**src/hw/rtl/mexp_pkg.sv**
```systemverilog
// Package for the modular exponentiation block: widths, reset value and controller states.
`timescale 1ns / 1ps
`default_nettype none
package mexp_pkg;

	localparam int MOD_W     = 31;
	localparam int BASE_W    = 32;
	localparam int EXP_W     = 63;
	localparam int MUL_CNT_W = $clog2(MOD_W);
	localparam int RED_CNT_W = $clog2(BASE_W);

	localparam logic [MOD_W-1:0] MOD_RESET = MOD_W'(1000000007);

	typedef enum logic [2:0] {
		ST_IDLE,
		ST_REDUCE,
		ST_ACC_GO,
		ST_ACC_WAIT,
		ST_SQR_GO,
		ST_SQR_WAIT,
		ST_OUT
	} mexp_state_t;

endpackage
`default_nettype wire

```
**src/hw/rtl/modular_exponentiation_top.sv**
```systemverilog
// Top level of the modular exponentiation block: controller, modulus register, output register.
// The base is first reduced by the modulus; then each exponent bit takes at most one multiply,
// and each bit below the highest set one a squaring, all on the modular multiplier.
// A zero exponent or zero modulus skips both and goes from acceptance straight to the output
// state. One word is in flight at a time; the shared bit-serial multiplier, at one
// modulus bit per cycle, sets the rate.
// Asynchronous active-low reset returns to idle, empties the output and loads modulus 1000000007.
`timescale 1ns / 1ps
`default_nettype none
module modular_exponentiation_top
	import mexp_pkg::*;
(
	input  wire logic              clk,
	input  wire logic              arst_n,
	input  wire logic              in_valid,
	output logic                   in_stall,
	input  wire logic [BASE_W-1:0] base_value,
	input  wire logic [EXP_W-1:0]  exponent,
	output logic                   out_valid,
	input  wire logic              out_stall,
	output logic [MOD_W-1:0]       power_result,
	input  wire logic              cfg_valid,
	output logic                   cfg_ready,
	input  wire logic [MOD_W-1:0]  cfg_data
);

	mexp_state_t      state_q;
	mexp_state_t      state_next;
	logic [MOD_W-1:0] modulus_q;
	logic [MOD_W-1:0] acc_q;
	logic [MOD_W-1:0] base_q;
	logic [EXP_W-1:0] exp_q;
	logic             out_valid_q;
	logic [MOD_W-1:0] out_data_q;
	logic             in_accept;
	logic             out_free;
	logic             red_start;
	logic             red_done;
	logic [MOD_W-1:0] red_rem;
	logic             mul_start;
	logic             mul_done;
	logic [MOD_W-1:0] mul_a;
	logic [MOD_W-1:0] mul_prod;
	logic             exp_last;

	assign in_accept = in_valid && !in_stall;
	assign out_free  = !out_valid_q || !out_stall;
	assign exp_last  = (exp_q[EXP_W-1:1] == '0);

	// Next state
	always_comb begin
		state_next = state_q;
		unique case (state_q)
			ST_IDLE: begin
				if (in_valid) begin
					if (exponent == '0 || modulus_q == '0) state_next = ST_OUT;
					else state_next = ST_REDUCE;
				end
			end
			ST_REDUCE: begin
				if (red_done) state_next = exp_q[0] ? ST_ACC_GO : ST_SQR_GO;
			end
			ST_ACC_GO:   state_next = ST_ACC_WAIT;
			ST_ACC_WAIT: begin
				if (mul_done) state_next = exp_last ? ST_OUT : ST_SQR_GO;
			end
			ST_SQR_GO:   state_next = ST_SQR_WAIT;
			ST_SQR_WAIT: begin
				if (mul_done) state_next = exp_q[1] ? ST_ACC_GO : ST_SQR_GO;
			end
			ST_OUT: begin
				if (out_free) state_next = ST_IDLE;
			end
			default: state_next = ST_IDLE;
		endcase
	end

	// Controller outputs
	always_comb begin
		in_stall  = (state_q != ST_IDLE);
		red_start = 1'b0;
		mul_start = 1'b0;
		mul_a     = base_q;
		unique case (state_q)
			ST_IDLE:     red_start = in_valid && (exponent != '0) && (modulus_q != '0);
			ST_ACC_GO: begin
				mul_start = 1'b1;
				mul_a     = acc_q;
			end
			ST_SQR_GO:   mul_start = 1'b1;
			ST_REDUCE, ST_ACC_WAIT, ST_SQR_WAIT, ST_OUT: begin
				red_start = 1'b0;
			end
			default: begin
				red_start = 1'b0;
			end
		endcase
	end

	// State, modulus register and output word valid
	always_ff @(posedge clk or negedge arst_n) begin
		if (!arst_n) begin
			state_q     <= ST_IDLE;
			modulus_q   <= MOD_RESET;
			out_valid_q <= 1'b0;
		end else begin
			state_q <= state_next;
			if (cfg_valid && cfg_ready) modulus_q <= cfg_data;
			if (state_q == ST_OUT && out_free) out_valid_q <= 1'b1;
			else if (!out_stall) out_valid_q <= 1'b0;
		end
	end

	// Working registers: accumulator, running square, remaining exponent, output data
	always_ff @(posedge clk) begin
		if (in_accept) begin
			exp_q <= exponent;
			if (exponent == '0) acc_q <= MOD_W'(1);
			else if (modulus_q == MOD_W'(1) || modulus_q == '0) acc_q <= '0;
			else acc_q <= MOD_W'(1);
		end
		if (state_q == ST_REDUCE && red_done) base_q <= red_rem;
		if (state_q == ST_ACC_WAIT && mul_done) acc_q <= mul_prod;
		if (state_q == ST_SQR_WAIT && mul_done) begin
			base_q <= mul_prod;
			exp_q  <= {1'b0, exp_q[EXP_W-1:1]};
		end
		if (state_q == ST_OUT && out_free) out_data_q <= acc_q;
	end

	mexp_reduce u_reduce (
		.clk       (clk),
		.arst_n    (arst_n),
		.start     (red_start),
		.base_in   (base_value),
		.modulus   (modulus_q),
		.done      (red_done),
		.remainder (red_rem)
	);

	mexp_modmul u_modmul (
		.clk     (clk),
		.arst_n  (arst_n),
		.start   (mul_start),
		.op_a    (mul_a),
		.op_b    (base_q),
		.modulus (modulus_q),
		.done    (mul_done),
		.product (mul_prod)
	);

	assign cfg_ready    = 1'b1;
	assign out_valid    = out_valid_q;
	assign power_result = out_data_q;

endmodule
`default_nettype wire

```
**src/hw/rtl/mexp_reduce.sv**
```systemverilog
// Bit-serial reduction of the base by the modulus, one base bit per cycle.
`timescale 1ns / 1ps
`default_nettype none
module mexp_reduce
	import mexp_pkg::*;
(
	input  wire logic              clk,
	input  wire logic              arst_n,
	input  wire logic              start,
	input  wire logic [BASE_W-1:0] base_in,
	input  wire logic [MOD_W-1:0]  modulus,
	output logic                   done,
	output logic [MOD_W-1:0]       remainder
);

	logic                 busy_q;
	logic                 done_q;
	logic [RED_CNT_W-1:0] cnt_q;
	logic [BASE_W-1:0]    base_sh_q;
	logic [MOD_W-1:0]     rem_q;
	logic [MOD_W:0]       shifted;
	logic [MOD_W:0]       diff;
	logic [MOD_W-1:0]     rem_next;

	// Shift in the next base bit and subtract the modulus when it fits
	always_comb begin
		shifted  = {rem_q, base_sh_q[BASE_W-1]};
		diff     = shifted - {1'b0, modulus};
		rem_next = (shifted >= {1'b0, modulus}) ? diff[MOD_W-1:0] : shifted[MOD_W-1:0];
	end

	// Control: count base bits, pulse done after the last one
	always_ff @(posedge clk or negedge arst_n) begin
		if (!arst_n) begin
			busy_q <= 1'b0;
			done_q <= 1'b0;
			cnt_q  <= '0;
		end else begin
			done_q <= 1'b0;
			if (start) begin
				busy_q <= 1'b1;
				cnt_q  <= '0;
			end else if (busy_q) begin
				cnt_q <= cnt_q + 1'b1;
				if (cnt_q == RED_CNT_W'(BASE_W - 1)) begin
					busy_q <= 1'b0;
					done_q <= 1'b1;
				end
			end
		end
	end

	// Datapath: load the base, then advance one bit a cycle
	always_ff @(posedge clk) begin
		if (start) begin
			base_sh_q <= base_in;
			rem_q     <= '0;
		end else if (busy_q) begin
			base_sh_q <= {base_sh_q[BASE_W-2:0], 1'b0};
			rem_q     <= rem_next;
		end
	end

	assign done      = done_q;
	assign remainder = rem_q;

endmodule
`default_nettype wire

```
**src/hw/rtl/mexp_modmul.sv**
```systemverilog
// Bit-serial interleaved modular multiplier: one multiplier bit per cycle.
`timescale 1ns / 1ps
`default_nettype none
module mexp_modmul
	import mexp_pkg::*;
(
	input  wire logic             clk,
	input  wire logic             arst_n,
	input  wire logic             start,
	input  wire logic [MOD_W-1:0] op_a,
	input  wire logic [MOD_W-1:0] op_b,
	input  wire logic [MOD_W-1:0] modulus,
	output logic                  done,
	output logic [MOD_W-1:0]      product
);

	logic                 busy_q;
	logic                 done_q;
	logic [MUL_CNT_W-1:0] cnt_q;
	logic [MOD_W-1:0]     a_sh_q;
	logic [MOD_W-1:0]     b_q;
	logic [MOD_W-1:0]     acc_q;
	logic [MOD_W:0]       m_ext;
	logic [MOD_W:0]       dbl;
	logic [MOD_W:0]       dbl_sub;
	logic [MOD_W-1:0]     dbl_red;
	logic [MOD_W:0]       sum;
	logic [MOD_W:0]       sum_sub;
	logic [MOD_W-1:0]     acc_next;

	// Double the partial result, reduce, add b when the multiplier bit is set, reduce
	always_comb begin
		m_ext    = {1'b0, modulus};
		dbl      = {acc_q, 1'b0};
		dbl_sub  = dbl - m_ext;
		dbl_red  = (dbl >= m_ext) ? dbl_sub[MOD_W-1:0] : dbl[MOD_W-1:0];
		sum      = {1'b0, dbl_red} + (a_sh_q[MOD_W-1] ? {1'b0, b_q} : '0);
		sum_sub  = sum - m_ext;
		acc_next = (sum >= m_ext) ? sum_sub[MOD_W-1:0] : sum[MOD_W-1:0];
	end

	// Control: count multiplier bits, pulse done after the last one
	always_ff @(posedge clk or negedge arst_n) begin
		if (!arst_n) begin
			busy_q <= 1'b0;
			done_q <= 1'b0;
			cnt_q  <= '0;
		end else begin
			done_q <= 1'b0;
			if (start) begin
				busy_q <= 1'b1;
				cnt_q  <= '0;
			end else if (busy_q) begin
				cnt_q <= cnt_q + 1'b1;
				if (cnt_q == MUL_CNT_W'(MOD_W - 1)) begin
					busy_q <= 1'b0;
					done_q <= 1'b1;
				end
			end
		end
	end

	// Datapath: latch operands, then advance MSB first
	always_ff @(posedge clk) begin
		if (start) begin
			a_sh_q <= op_a;
			b_q    <= op_b;
			acc_q  <= '0;
		end else if (busy_q) begin
			a_sh_q <= {a_sh_q[MOD_W-2:0], 1'b0};
			acc_q  <= acc_next;
		end
	end

	assign done    = done_q;
	assign product = acc_q;

endmodule
`default_nettype wire

```
**config.mk**
```make
export PLATFORM = sky130hd
export DESIGN_NAME = modular_exponentiation_top
export DESIGN_NICKNAME = d
export VERILOG_FILES = /design/src/hw/rtl/mexp_pkg.sv /design/src/hw/rtl/modular_exponentiation_top.sv /design/src/hw/rtl/mexp_reduce.sv /design/src/hw/rtl/mexp_modmul.sv
export SDC_FILE = /design/constraint.sdc
export NUM_CORES = 1
export LEC_CHECK = 0
export BUFFER_PORTS_ARGS = -buffer_cell sky130_fd_sc_hd__buf_2
export CAP_MARGIN = 20
export CORE_MARGIN = 4
export CORE_UTILIZATION = 62
export DETAILED_ROUTE_END_ITERATION = 10
export GPL_ROUTABILITY_DRIVEN = 1
export GPL_TIMING_DRIVEN = 0
export PLACE_DENSITY_LB_ADDON = 0.2
export RECOVER_POWER = 100
export SETUP_SLACK_MARGIN = 0.3
export SLEW_MARGIN = 0
export SYNTH_ARGS = -nofsm -noshare
export SYNTH_HDL_FRONTEND = slang
export SYNTH_HIERARCHICAL = 1
export SYNTH_SLANG_ARGS = --single-unit
```
**constraint.sdc**
```tcl
create_clock -name clk -period 10.3 [get_ports clk]
set_clock_uncertainty 0.15 [all_clocks]
set_input_delay 0.515 -clock clk [delete_from_list [all_inputs] [get_ports clk]]
set_output_delay 0.515 -clock clk [all_outputs]
set_load 0.005 [all_outputs]
```
; ---- Word level (Yosys, flattened, before mapping)
; Index checks and enable logic that the tools add are counted.
[totals]
ff_bits = 361
input_bits = 131
out_inout_bits = 34
elab_cells = 117
[classes]
n_addsub = 6
order_cmp = 3
n_eq_ne = 15
muxes = 47
reduce_logical = 27
[op_table]
columns = cell, count
row1 = $mux 31, 11
row2 = $mux 62, 2
row3 = $ge 32x31->1, 3
row4 = $sub 31x31->31, 3
row5 = $mux 32, 2
row6 = $logic_not 63->1, 1
row7 = $reduce_bool 63->1, 1
row8 = $logic_not 62->1, 1
row9 = $add 31x31->32, 1
row10 = $eq 31x1->1 const B, 1
row11 = $logic_not 31->1, 1
row12 = $reduce_bool 31->1, 1
row13 = $mux 3, 8
row14 = $pmux 3 s7, 1
row15 = $mux 5, 4
row16 = $mux 1, 18
row17 = $add 5x1->5 const B, 2
row18 = $eq 5x5->1 const B, 2
row19 = $reduce_bool 2->1, 5
row20 = $eq 3x3->1 const B, 3
row21 = $ne 2x1->1 const B, 4
row22 = $logic_and 1x1->1, 7
row23 = $eq 3x2->1 const B, 2
row24 = $reduce_and 5->1, 1
row25 = other kinds (8), 13

; ---- Logic depth before layout (Yosys ltp)
; Gate-level depths: netlist of run 1.
[depth]
depth_word = 6
ltp_mapped = 36
ltp_nobuf = 33

; ---- Cells and area by module
; The synthesis of run 1 kept the hierarchy.
[by_module_without_submodules]
columns = mod, instances, cells_each, area_each_um2, seq_area_each_um2
row1 = mexp_modmul, 1, 1012, 9097.5, 2657.5
row2 = modular_exponentiation_top, 1, 509, 8287.9, 5570.3
row3 = mexp_reduce, 1, 549, 4878.4, 1756.7

; ---- Least setup slack after synthesis of run 1
; No wires, ideal clock.
[synth_path]
path_kind = reg2reg
from = register modulus_q[1]
to = register u_modmul.acc_q[12], in the netlist u_modmul/product[12]
setup_ns = 0.086
t_arrival_ns = 7.341
t_required_ns = 10.064
path_slack_ns = 2.723
path_stages_with_launch = 33
n_path_buf = 2
synth_period_minus_slack_ns = 7.577
cell_sequence = dfstp_2 > inv_1 > fa_1 > a21oi_1 > o211ai_1 > nand3_1 > a31oi_1 > a221oi_4 > a21oi_1 > nand2b_1 > a2111o_1 > buf_4 > mux2_1 > ha_1 > a2111oi_2 > o31a_1 > o21ai_1 > a41o_1 > a21oi_1 > o21bai_1 > a21boi_0 > xnor2_1 > ha_1 > a21o_1 > a221o_1 > a21oi_1 > o21ai_0 > a21o_1 > a211oi_2 > nand3_4 > buf_4 > mux2i_1 > a211oi_1
[synth_via]
elab_chain_cells = 5
elab_cells_between_ends = 7
cone_classes = 3 x add/sub / 2 x order compare / 2 x mux
[synth_rtl]
columns = element, line_no
row1 = from (decl), modular_exponentiation_top.sv:29  ; logic [MOD_W-1:0] modulus_q;
row2 = from (signal assigned), modular_exponentiation_top.sv:108  ; if (cfg_valid && cfg_ready) modulus_q <= cfg_data;
row3 = $sub 31x31->31 / $ge 32x31->1 (equally long branches), "mexp_modmul.sv:35, mexp_modmul.sv:36"
row4 = $mux 31, mexp_modmul.sv:36  ; dbl_red = (dbl >= m_ext) ? dbl_sub[MOD_W-1:0] : dbl[MOD_W-1:0];
row5 = $add 31x31->32, mexp_modmul.sv:37  ; sum = {1'b0, dbl_red} + (a_sh_q[MOD_W-1] ? {1'b0, b_q} : '0);
row6 = $sub 31x31->31 / $ge 32x31->1 (equally long branches), "mexp_modmul.sv:38, mexp_modmul.sv:39"
row7 = $mux 31 (*), mexp_modmul.sv:39  ; acc_next = (sum >= m_ext) ? sum_sub[MOD_W-1:0] : sum[MOD_W-1:0];
row8 = to (signal assigned), mexp_modmul.sv:71  ; acc_q <= acc_next;
row9 = to (decl), mexp_modmul.sv:22  ; logic [MOD_W-1:0] acc_q;
; Mark *: on every way between the ends. The rest lies on a longest branch, timed or not.
; A chain may end at the register's enable or synchronous reset.

; ---- Worst setup path in the final report of run 1
[layout_path]
from = register modulus_q[0]
to = register u_modmul.acc_q[0], in the netlist u_modmul/product[0]
; Same word-level chain as after synthesis.

==> results of run 1 <==
## critical path: cells and delay by family, from the launching register on
kind	cells	cell delay (ns)
AOI/OAI and AO/OA	20	5.42
adders and majority gates	3	1.20
buffers and inverters	4	0.82
and+or+nand+nor	5	0.75
DFF	1	0.75
muxes	1	0.34
xor gates and xnor gates	1	0.16
## cell usage in the layout (no fill, tap or decap), drive strengths merged, types with 33 or more instances in the layout
cell	netlist	routed
a211oi	45	45
a21o	51	51
a21oi	162	162
and2	44	44
and3	47	47
buf	34	159
clkbuf	53	153
dfrtp	33	33
dfxtp	63	63
edfxtp	249	249
ha	128	128
inv	95	96
mux2	231	231
nand2	94	94
nand4	37	37
nor2	145	145
nor4	46	46
o21ai	82	82
xnor2	62	62
xor2	50	50
## kinds of logic (layout without fill, tap and decap cells)
logic type | Yosys count | after routing
xor+xnor | 112 | 112
fa+ha+maj | 132 | 132
simple gates | 534 | 534
buf+inv | 183 | 430
compound gates | 487 | 487
mux | 260 | 260
other cells | 1 | 1
flops | 361 | 361
## stage by stage
stage               utilization (%)  cells  cell area, um^2  setup slack, ns  hold slack (ns)
detailed placement             67.1   2700            23800            0.503            0.282
floorplan                         -   2070            22300             2.72           0.0694
global placement               66.7   2694            23700            0.563            0.273
global route                   70.3   2778            25000            0.168           0.0174
finish                         70.3   2778            25000            0.575           0.0314
CTS                            70.8   2775            25100            0.407           0.0100
## repair_timing
| item | in CTS | in global routing |
|---|---|---|
| hold buffers | 1 | 0 |
| hold endpoints to repair | 9 | 0 |
| resized for setup | 0 | 8 |
| setup endpoints to repair | 0 | 31 |
| setup buffers | 0 | 2 |
## area by class of cell
cell class                      count  area share (%)
Clock inverter                     21           0.722
Inverter                           96            1.44
Tap cell                          461            2.31
Buffer                             87            1.47
Sequential cell                   361            40.0
Multi-Input combinational cell   1526            46.2
Clock buffer                       53            4.50
Timing Repair Buffer              173            3.37
## sequential cells by signal, indices dropped and copies added (netlist names)
signal / cells
exp_q: 63
u_reduce/base_sh_q: 32
acc_q: 31
base_q: 31
modulus_q: 31
power_result: 31
u_modmul/a_sh_q: 31
u_modmul/b_q: 31
u_modmul/product: 31
u_reduce/remainder: 31
u_modmul/cnt_q: 5
u_reduce/cnt_q: 5
state_q: 3
out_valid: 1
u_modmul/busy_q: 1
u_modmul/done: 1
u_reduce/busy_q: 1
u_reduce/done: 1
## metal layers
layer	routed length, um	part of all wire, %
met4	2580	3.8
met5	20	0.030
met1	27300	40
met3	6440	9.5
met2	31200	46
## final timing paths
kind                       slack, ns                                to                      from
max in group asynchronous       6.88           u_reduce/done$_DFF_PN0_                    arst_n
max reg2reg                     0.58  u_modmul/product[0]$_SDFFE_PP0P_  modulus_q[0]$_DFFE_PN1P_
min                             0.03         modulus_q[14]$_DFFE_PN1P_              cfg_data[14]
min reg2reg                     0.29        power_result[10]$_DFFE_PP_   acc_q[10]$_SDFFCE_PN0P_
max                             0.58  u_modmul/product[0]$_SDFFE_PP0P_  modulus_q[0]$_DFFE_PN1P_
min in group asynchronous       0.51         modulus_q[12]$_DFFE_PN0P_                    arst_n
==> impl_metrics.env, run 1 <==
export IMPL_synth_xor_area_share_pct=4.41
export IMPL_finalSetupViolCount=0
export IMPL_ys_warn_count=6
export IMPL_drt_iter0_markers=1703
export IMPL_seq_area_um2=9980
export IMPL_cts_sinks=361
export IMPL_die_w_um=197
export IMPL_synth_compound_area_share_pct=14.3
export IMPL_clockBufferDepth=3
export IMPL_synth_most_common_cell="edfxtp_1"
export IMPL_final_nets=2548
export IMPL_htree_levels=2
export IMPL_crit_top_cell="a21oi_1"
export IMPL_synth_edff_count=249
export IMPL_grt_use_met2_pct=54.6
export IMPL_critPathKind="register to register"
export IMPL_cts_root_buffer="clkbuf_16"
export IMPL_grt_antenna_before_repair=3
export IMPL_critPathArrivalTime_ns=10.04
export IMPL_violations="capacitance limit, slew limit"
export IMPL_ys_seq_area_share_pct=44.8
export IMPL_tightest_slew_ns=2.22
export IMPL_finalHoldViolations=0
export IMPL_io_buffers=163
export IMPL_cap_violations=7
export IMPL_place_congestion=0.981
export IMPL_grtUsageMet3_pct=7.45
export IMPL_async_reset_ff_share_pct=13.6
export IMPL_initial_core_util_pct=62.7
export IMPL_hp_class="primary input to register"
export IMPL_wirelength_um=67500
export IMPL_synthMuxAreaShare_pct=13.0
export IMPL_vias=18045
export IMPL_die_area_um2=39000
export IMPL_ant_nets=0
export IMPL_rows=69
export IMPL_grt_use_met1_pct=45.3
export IMPL_dr_pass1_iters=8
export IMPL_synth_ff_type="edfxtp_1"
export IMPL_status="finished, violations left"
export IMPL_rsz0062_at_grt="no"
export IMPL_synth_top_area_share_pct=33.6
export IMPL_dpl_hpwl_um=51600
export IMPL_die_height_um=197
export IMPL_finalCritPeriodShare_pct=94.4
export IMPL_grt_overflow_total=0
export IMPL_yosysTopAreaCell="edfxtp_1"
export IMPL_fillers=2662
export IMPL_maxSlewHeadroom_pct=-47.7
export IMPL_synth_simple_gate_area_share_pct=12.5
export IMPL_grt_use_total_pct=33.8
export IMPL_grt_pass1_vias=17701
export IMPL_cp_slowest_stage_delay_ns=0.75
export IMPL_synth_top_family_by_area="compound AO/OA/AOI/OAI gates"
export IMPL_drc=0
export IMPL_fin_setup_tns_ns=0
export IMPL_grt_busiest_layer="met2"
export IMPL_synthTopCellsByArea="edfxtp_1, mux2_2, ha_1, dfxtp_1, dfrtp_1"
export IMPL_via_per_inst=6.50
export IMPL_start_kind="register"
export IMPL_netlist_instances=2070
export IMPL_wl_per_cell_um=24.3
export IMPL_worstRegToRegCells=34
export IMPL_yosys_area_share_adder_pct=7.55
export IMPL_cts_tree="yes"
export IMPL_drive_gt1_share_pct=20.3
export IMPL_ys_types=87
export IMPL_avgSynthCellArea_um2=10.8
export IMPL_antenna_cells=0
export IMPL_ys_ff_latch=361
export IMPL_synth_fp_nets=2333
export IMPL_io_pins=165
export IMPL_clock_latency_ns=0.57
export IMPL_required_ns=10.61
export IMPL_maxSlewViolCount=201
export IMPL_hold_depth=2
export IMPL_path_clk_slew_ns=0.06
export IMPL_cp_slowest_cell="dfstp_1"
export IMPL_max_freq_mhz=103
export IMPL_worst_path_max_fanout=10
export IMPL_syn_to_final_growth_pct=12.1
export IMPL_syn_area_um2=22300
export IMPL_grt_pass1_wl_um=101000
export IMPL_endpoint_kind="register"
export IMPL_fin_crit_ns=9.72
export IMPL_core_um2=35500
export IMPL_grt_max_degree=36
export IMPL_multiInputGateArea_um2=11500
export IMPL_cts_buffers=40
export IMPL_synthTopCellsByCount="edfxtp_1, mux2_2, a21oi_1"
Power of run 1 is left out: the tool's default activity adds up to more than one toggle a clock period on the data nets, which glitch-free logic cannot reach.
==> run 2, diff against run 1 <==
CORE_UTILIZATION = 43   (was 62)
==> impl_metrics.env, run 2 (synthesis results as in run 1) <==
export IMPL_status="finished, violations left"
export IMPL_violations="capacitance limit, slew limit"
export IMPL_cap_violations=4
export IMPL_seq_area_um2=9980
export IMPL_maxSlewViolCount=101
export IMPL_tightest_slew_ns=1.99
export IMPL_grt_pass1_vias=17267
export IMPL_critPathKind="register to register"
export IMPL_rsz0062_at_grt="yes"
export IMPL_cts_root_buffer="clkbuf_16"
export IMPL_die_area_um2=55500
export IMPL_cts_sinks=361
export IMPL_path_clk_slew_ns=0.06
export IMPL_core_um2=51300
export IMPL_initial_core_util_pct=43.4
export IMPL_grt_antenna_before_repair=2
export IMPL_via_per_inst=5.78
export IMPL_largest_reg_flops=63
export IMPL_grt_pass1_wl_um=104000
export IMPL_syn_to_final_growth_pct=14.2
export IMPL_crit_top_cell="a21oi_1"
export IMPL_cp_top_family="compound AO/OA/AOI/OAI gates"
export IMPL_vias=17404
export IMPL_finalHoldViolations=0
export IMPL_finalSetupViolCount=0
export IMPL_cts_buffers=42
export IMPL_crit_buf_inv=4
export IMPL_dp_slack_ns=0.487
export IMPL_grt_overflow_total=0
export IMPL_place_congestion=0.976
export IMPL_required_ns=10.60
export IMPL_layout_common_cells="edfxtp_1, mux2_2, a21oi_1, buf_2, nor2_1"
export IMPL_maxSlewHeadroom_pct=-32.8
export IMPL_top_register="exp_q"
export IMPL_cp_slowest_stage_delay_ns=0.65
export IMPL_io_buffers=163
export IMPL_grt_use_total_pct=24.2
export IMPL_setup_ws_ns=0.418
export IMPL_ant_nets=0
export IMPL_clockBufferDepth=3
export IMPL_start_kind="register"
export IMPL_hp_class="primary input to register"
export IMPL_rows=83
export IMPL_clock_latency_ns=0.58
export IMPL_htree_levels=2
export IMPL_wirelength_um=69100
export IMPL_final_common_cell="edfxtp_1"
export IMPL_endpoint_kind="register"
export IMPL_dr_pass1_iters=5
export IMPL_fillers=4701
export IMPL_cp_slowest_cell="dfstp_2"
export IMPL_dpl_hpwl_um=54100
export IMPL_drive_gt1_share_pct=20.6
export IMPL_multiInputGateArea_um2=11500
export IMPL_reg_largest_list="exp_q x63, u_reduce/base_sh_q x32"
export IMPL_drc=0
export IMPL_die_w_um=236
export IMPL_fin_crit_ns=9.88
export IMPL_finalCritPeriodShare_pct=95.9
export IMPL_critPathArrivalTime_ns=10.18
export IMPL_drt_iter0_markers=1336
export IMPL_max_freq_mhz=101
export IMPL_cts_tree="yes"
export IMPL_die_height_um=236
export IMPL_wl_per_cell_um=23.0
export IMPL_final_nets=2555
export IMPL_fin_setup_tns_ns=0
export IMPL_worst_path_max_fanout=10
export IMPL_io_pins=165
export IMPL_grt_max_degree=38
export IMPL_cts_setup_buffers=0
run 2: cell count changes in the layout (fill, tap and decap cells not counted), moves of 3 or more:
cell | before | now
dlygate4sd3_1 | 1 | 7
mux2_1 | 24 | 17
diode_2 | 0 | 4
bufinv_16 | 2 | 5
clkbuf_16 | 42 | 45
clkbuf_8 | 3 | 0
mux2_2 | 207 | 214
run 2: per-stage QoR:
| step | hold WS, ns | instance area [um^2] | instances | util (%) |
|---|---|---|---|---|
| 6_report | 0.0278 | 25400 | 3010 | 49.5 |
| 5_1_grt | 0.0137 | 25400 | 3008 | 49.5 |
| 3_3_place_gp | 0.275 | 23900 | 2913 | 46.6 |
| 4_1_cts | 0.000178 | 25600 | 3006 | 50.0 |
| 2_1_floorplan | 0.0694 | 22300 | 2070 | - |
| 3_5_place_dp | 0.280 | 24100 | 2921 | 47.1 |
run 2: path summary, 6_finish.rpt:
| path | slack (ns) | depth (start not counted) | to | from |
|---|---|---|---|---|
| max in group asynchronous | 6.95 | 3 | modulus_q[26]$_DFFE_PN0P_ | arst_n |
| min in group asynchronous | 0.68 | 2 | modulus_q[12]$_DFFE_PN0P_ | arst_n |
| max reg2reg | 0.42 | 34 | u_modmul/product[29]$_SDFFE_PP0P_ | modulus_q[1]$_DFFE_PN1P_ |
| min | 0.03 | 2 | modulus_q[28]$_DFFE_PN1P_ | cfg_data[28] |
| max | 0.42 | 34 | u_modmul/product[29]$_SDFFE_PP0P_ | modulus_q[1]$_DFFE_PN1P_ |
| min reg2reg | 0.29 | 0 | u_modmul/b_q[10]$_DFFE_PP_ | base_q[10]$_DFFE_PP_ |
run 2: timing repair:
action,4_1_cts,5_1_grt
setup endpoints to repair,0,31
hold endpoints to repair,20,0
hold buffers,7,0
resized for setup,0,5
run 2: per-layer routing:
metal / vias up / wire length (um) / share of wire [%] / track usage, %
met5: - / 0 / 0 / 0
met4: 0 / 2410 / 3.5 / 7.24
met3: 120 / 3570 / 5.2 / 3.10
met2: 555 / 31500 / 46 / 39.3
met1: 8507 / 31600 / 46 / 34.0
li1: 8222 / - / - / -
run 2: cell type report:
cell class,count,share of cell area [%]
Sequential cell,361,39.3
Buffer,87,1.44
Inverter,96,1.42
Clock buffer,53,4.55
Timing Repair Buffer,178,3.50
Tap cell,680,3.35
Antenna cell,4,0.0394
Clock inverter,25,1.04
Multi-Input combinational cell,1526,45.4
run 2: worst reg2reg max path, delay by kind of cell, from the launching register on:
family | cells | cell delay (ns)
xor gates and xnor gates | 1 | 0.52
buffers and inverters | 4 | 0.94
adders and majority gates | 3 | 1.04
muxes | 1 | 0.35
DFF | 1 | 0.65
and+or+nand+nor | 10 | 1.82
AOI/OAI and AO/OA | 15 | 4.29
Power of run 2 is left out for the same reason.
==> run 3, diff against run 2 <==
HOLD_SLACK_MARGIN = 0.1   (was default)
==> impl_metrics.env, run 3 (synthesis results as in run 1) <==
export IMPL_start_kind="register"
export IMPL_violations="capacitance limit, slew limit"
export IMPL_wirelength_um=70200
export IMPL_via_per_inst=5.76
export IMPL_maxSlewViolCount=101
export IMPL_drive_gt1_share_pct=20.1
export IMPL_core_um2=51300
export IMPL_syn_to_final_growth_pct=16.8
export IMPL_cts_sinks=361
export IMPL_drt_iter0_markers=1497
export IMPL_finalHoldViolations=0
export IMPL_worst_path_max_fanout=10
export IMPL_critPathKind="register to register"
export IMPL_dp_cells=2921
export IMPL_setup_ws_ns=0.467
export IMPL_io_pins=165
export IMPL_cp_slowest_cell="dfstp_2"
export IMPL_endpoint_kind="register"
export IMPL_ant_nets=0
export IMPL_rows=83
export IMPL_crit_buf_inv=4
export IMPL_crit_top_cell="a21oi_1"
export IMPL_final_common_cell="edfxtp_1"
export IMPL_cap_violations=4
export IMPL_hp_class="primary input to register"
export IMPL_clockBufferDepth=3
export IMPL_critPathArrivalTime_ns=10.13
export IMPL_dpl_hpwl_um=54100
export IMPL_final_nets=2615
export IMPL_grt_antenna_before_repair=2
export IMPL_top_register="exp_q"
export IMPL_finalSetupViolCount=0
export IMPL_layout_common_cells="edfxtp_1, mux2_2, a21oi_1, buf_2, nor2_1"
export IMPL_grt_pass1_wl_um=106000
export IMPL_initial_core_util_pct=43.4
export IMPL_die_area_um2=55500
export IMPL_status="finished, violations left"
export IMPL_dp_slack_ns=0.487
export IMPL_design_area_um2=26000
export IMPL_finalCritPeriodShare_pct=95.5
export IMPL_place_congestion=0.976
export IMPL_htree_levels=2
export IMPL_wl_per_cell_um=22.9
export IMPL_placed_cell_area_um2=24100
export IMPL_tightest_slew_ns=1.99
export IMPL_cts_root_buffer="clkbuf_16"
export IMPL_clock_latency_ns=0.58
export IMPL_required_ns=10.60
export IMPL_rsz0062_at_grt="yes"
export IMPL_cts_tree="yes"
export IMPL_reg_largest_list="exp_q x63, u_reduce/base_sh_q x32"
export IMPL_io_buffers=163
export IMPL_fin_crit_ns=9.83
export IMPL_grt_pass1_vias=17580
export IMPL_fin_setup_tns_ns=0
export IMPL_cts_setup_buffers=0
export IMPL_final_cells=3069
export IMPL_max_freq_mhz=102
export IMPL_cp_slowest_stage_delay_ns=0.65
export IMPL_maxSlewHeadroom_pct=-32.7
export IMPL_path_clk_slew_ns=0.06
export IMPL_die_height_um=236
export IMPL_cts_buffers=42
export IMPL_grt_overflow_total=0
export IMPL_grt_use_met2_pct=40.3
export IMPL_cp_top_family="compound AO/OA/AOI/OAI gates"
export IMPL_vias=17671
export IMPL_drc=0
export IMPL_grt_busiest_layer="met2"
export IMPL_die_w_um=236
export IMPL_grt_use_total_pct=24.5
export IMPL_grt_max_degree=38
export IMPL_dr_pass1_iters=5
export IMPL_largest_reg_flops=63
export IMPL_grtUsageMet3_pct=2.94
export IMPL_grt_use_met1_pct=34.2
## run 3: repair_timing
item,4_1_cts,5_1_grt
hold endpoints to repair,78,0
resized for setup,0,5
hold buffers,67,0
setup endpoints to repair,0,31
## run 3: layout make-up
cell class                 count  area (um^2)
clock buffer                  53         1160
sequential                   361         9980
timing repair buffer         238         1490
clock inverter                25          264
fill                        4639        25300
buffer                        87          367
multi-input combinational   1526        11500
inverter                      96          360
antenna                        3         7.51
tap                          680          851
## run 3: worst paths after layout
check	start	cells past startpoint	to	slack, ns
setup / recovery	modulus_q[1]$_DFFE_PN1P_	34	u_modmul/product[29]$_SDFFE_PP0P_	0.47
hold / removal	base_value[6]	2	u_reduce/base_sh_q[6]$_DFFE_PP_	0.12
setup reg to reg	modulus_q[1]$_DFFE_PN1P_	34	u_modmul/product[29]$_SDFFE_PP0P_	0.47
hold reg to reg	base_q[10]$_DFFE_PP_	0	u_modmul/b_q[10]$_DFFE_PP_	0.29
max in group asynchronous	arst_n	3	modulus_q[26]$_DFFE_PN0P_	6.96
min in group asynchronous	arst_n	2	modulus_q[12]$_DFFE_PN0P_	0.66
## run 3: metrics by stage
| stage | hold slack, ns | utilization [%] |
|---|---|---|
| 3_5_place_dp | 0.280 | 47.1 |
| 4_1_cts | 0.102 | 51.1 |
| 6_report | 0.123 | 50.7 |
| 5_1_grt | 0.113 | 50.7 |
| 2_1_floorplan | 0.0694 | - |
| 3_3_place_gp | 0.275 | 46.6 |
## run 3: layer usage
layer  wire length, um  part of all wire, %  vias up
met5                 0                    0        -
met1             31700                   45     8625
li1                  -                    -     8339
met2             32400                   46      587
met3              3770                  5.4      120
met4              2360                  3.4        0
## run 3: worst register-to-register path, delay by kind of cell, from the launching register on
kind,cells,cell delay [ns]
flip-flops,1,0.65
buffers and inverters,4,0.94
AO/OA/AOI/OAI,15,4.29
XOR/XNOR,1,0.51
AND/OR/NAND/NOR,10,1.80
adder cells (fa/ha/maj),3,1.04
multiplexers,1,0.35
Power of run 3 is left out for the same reason.
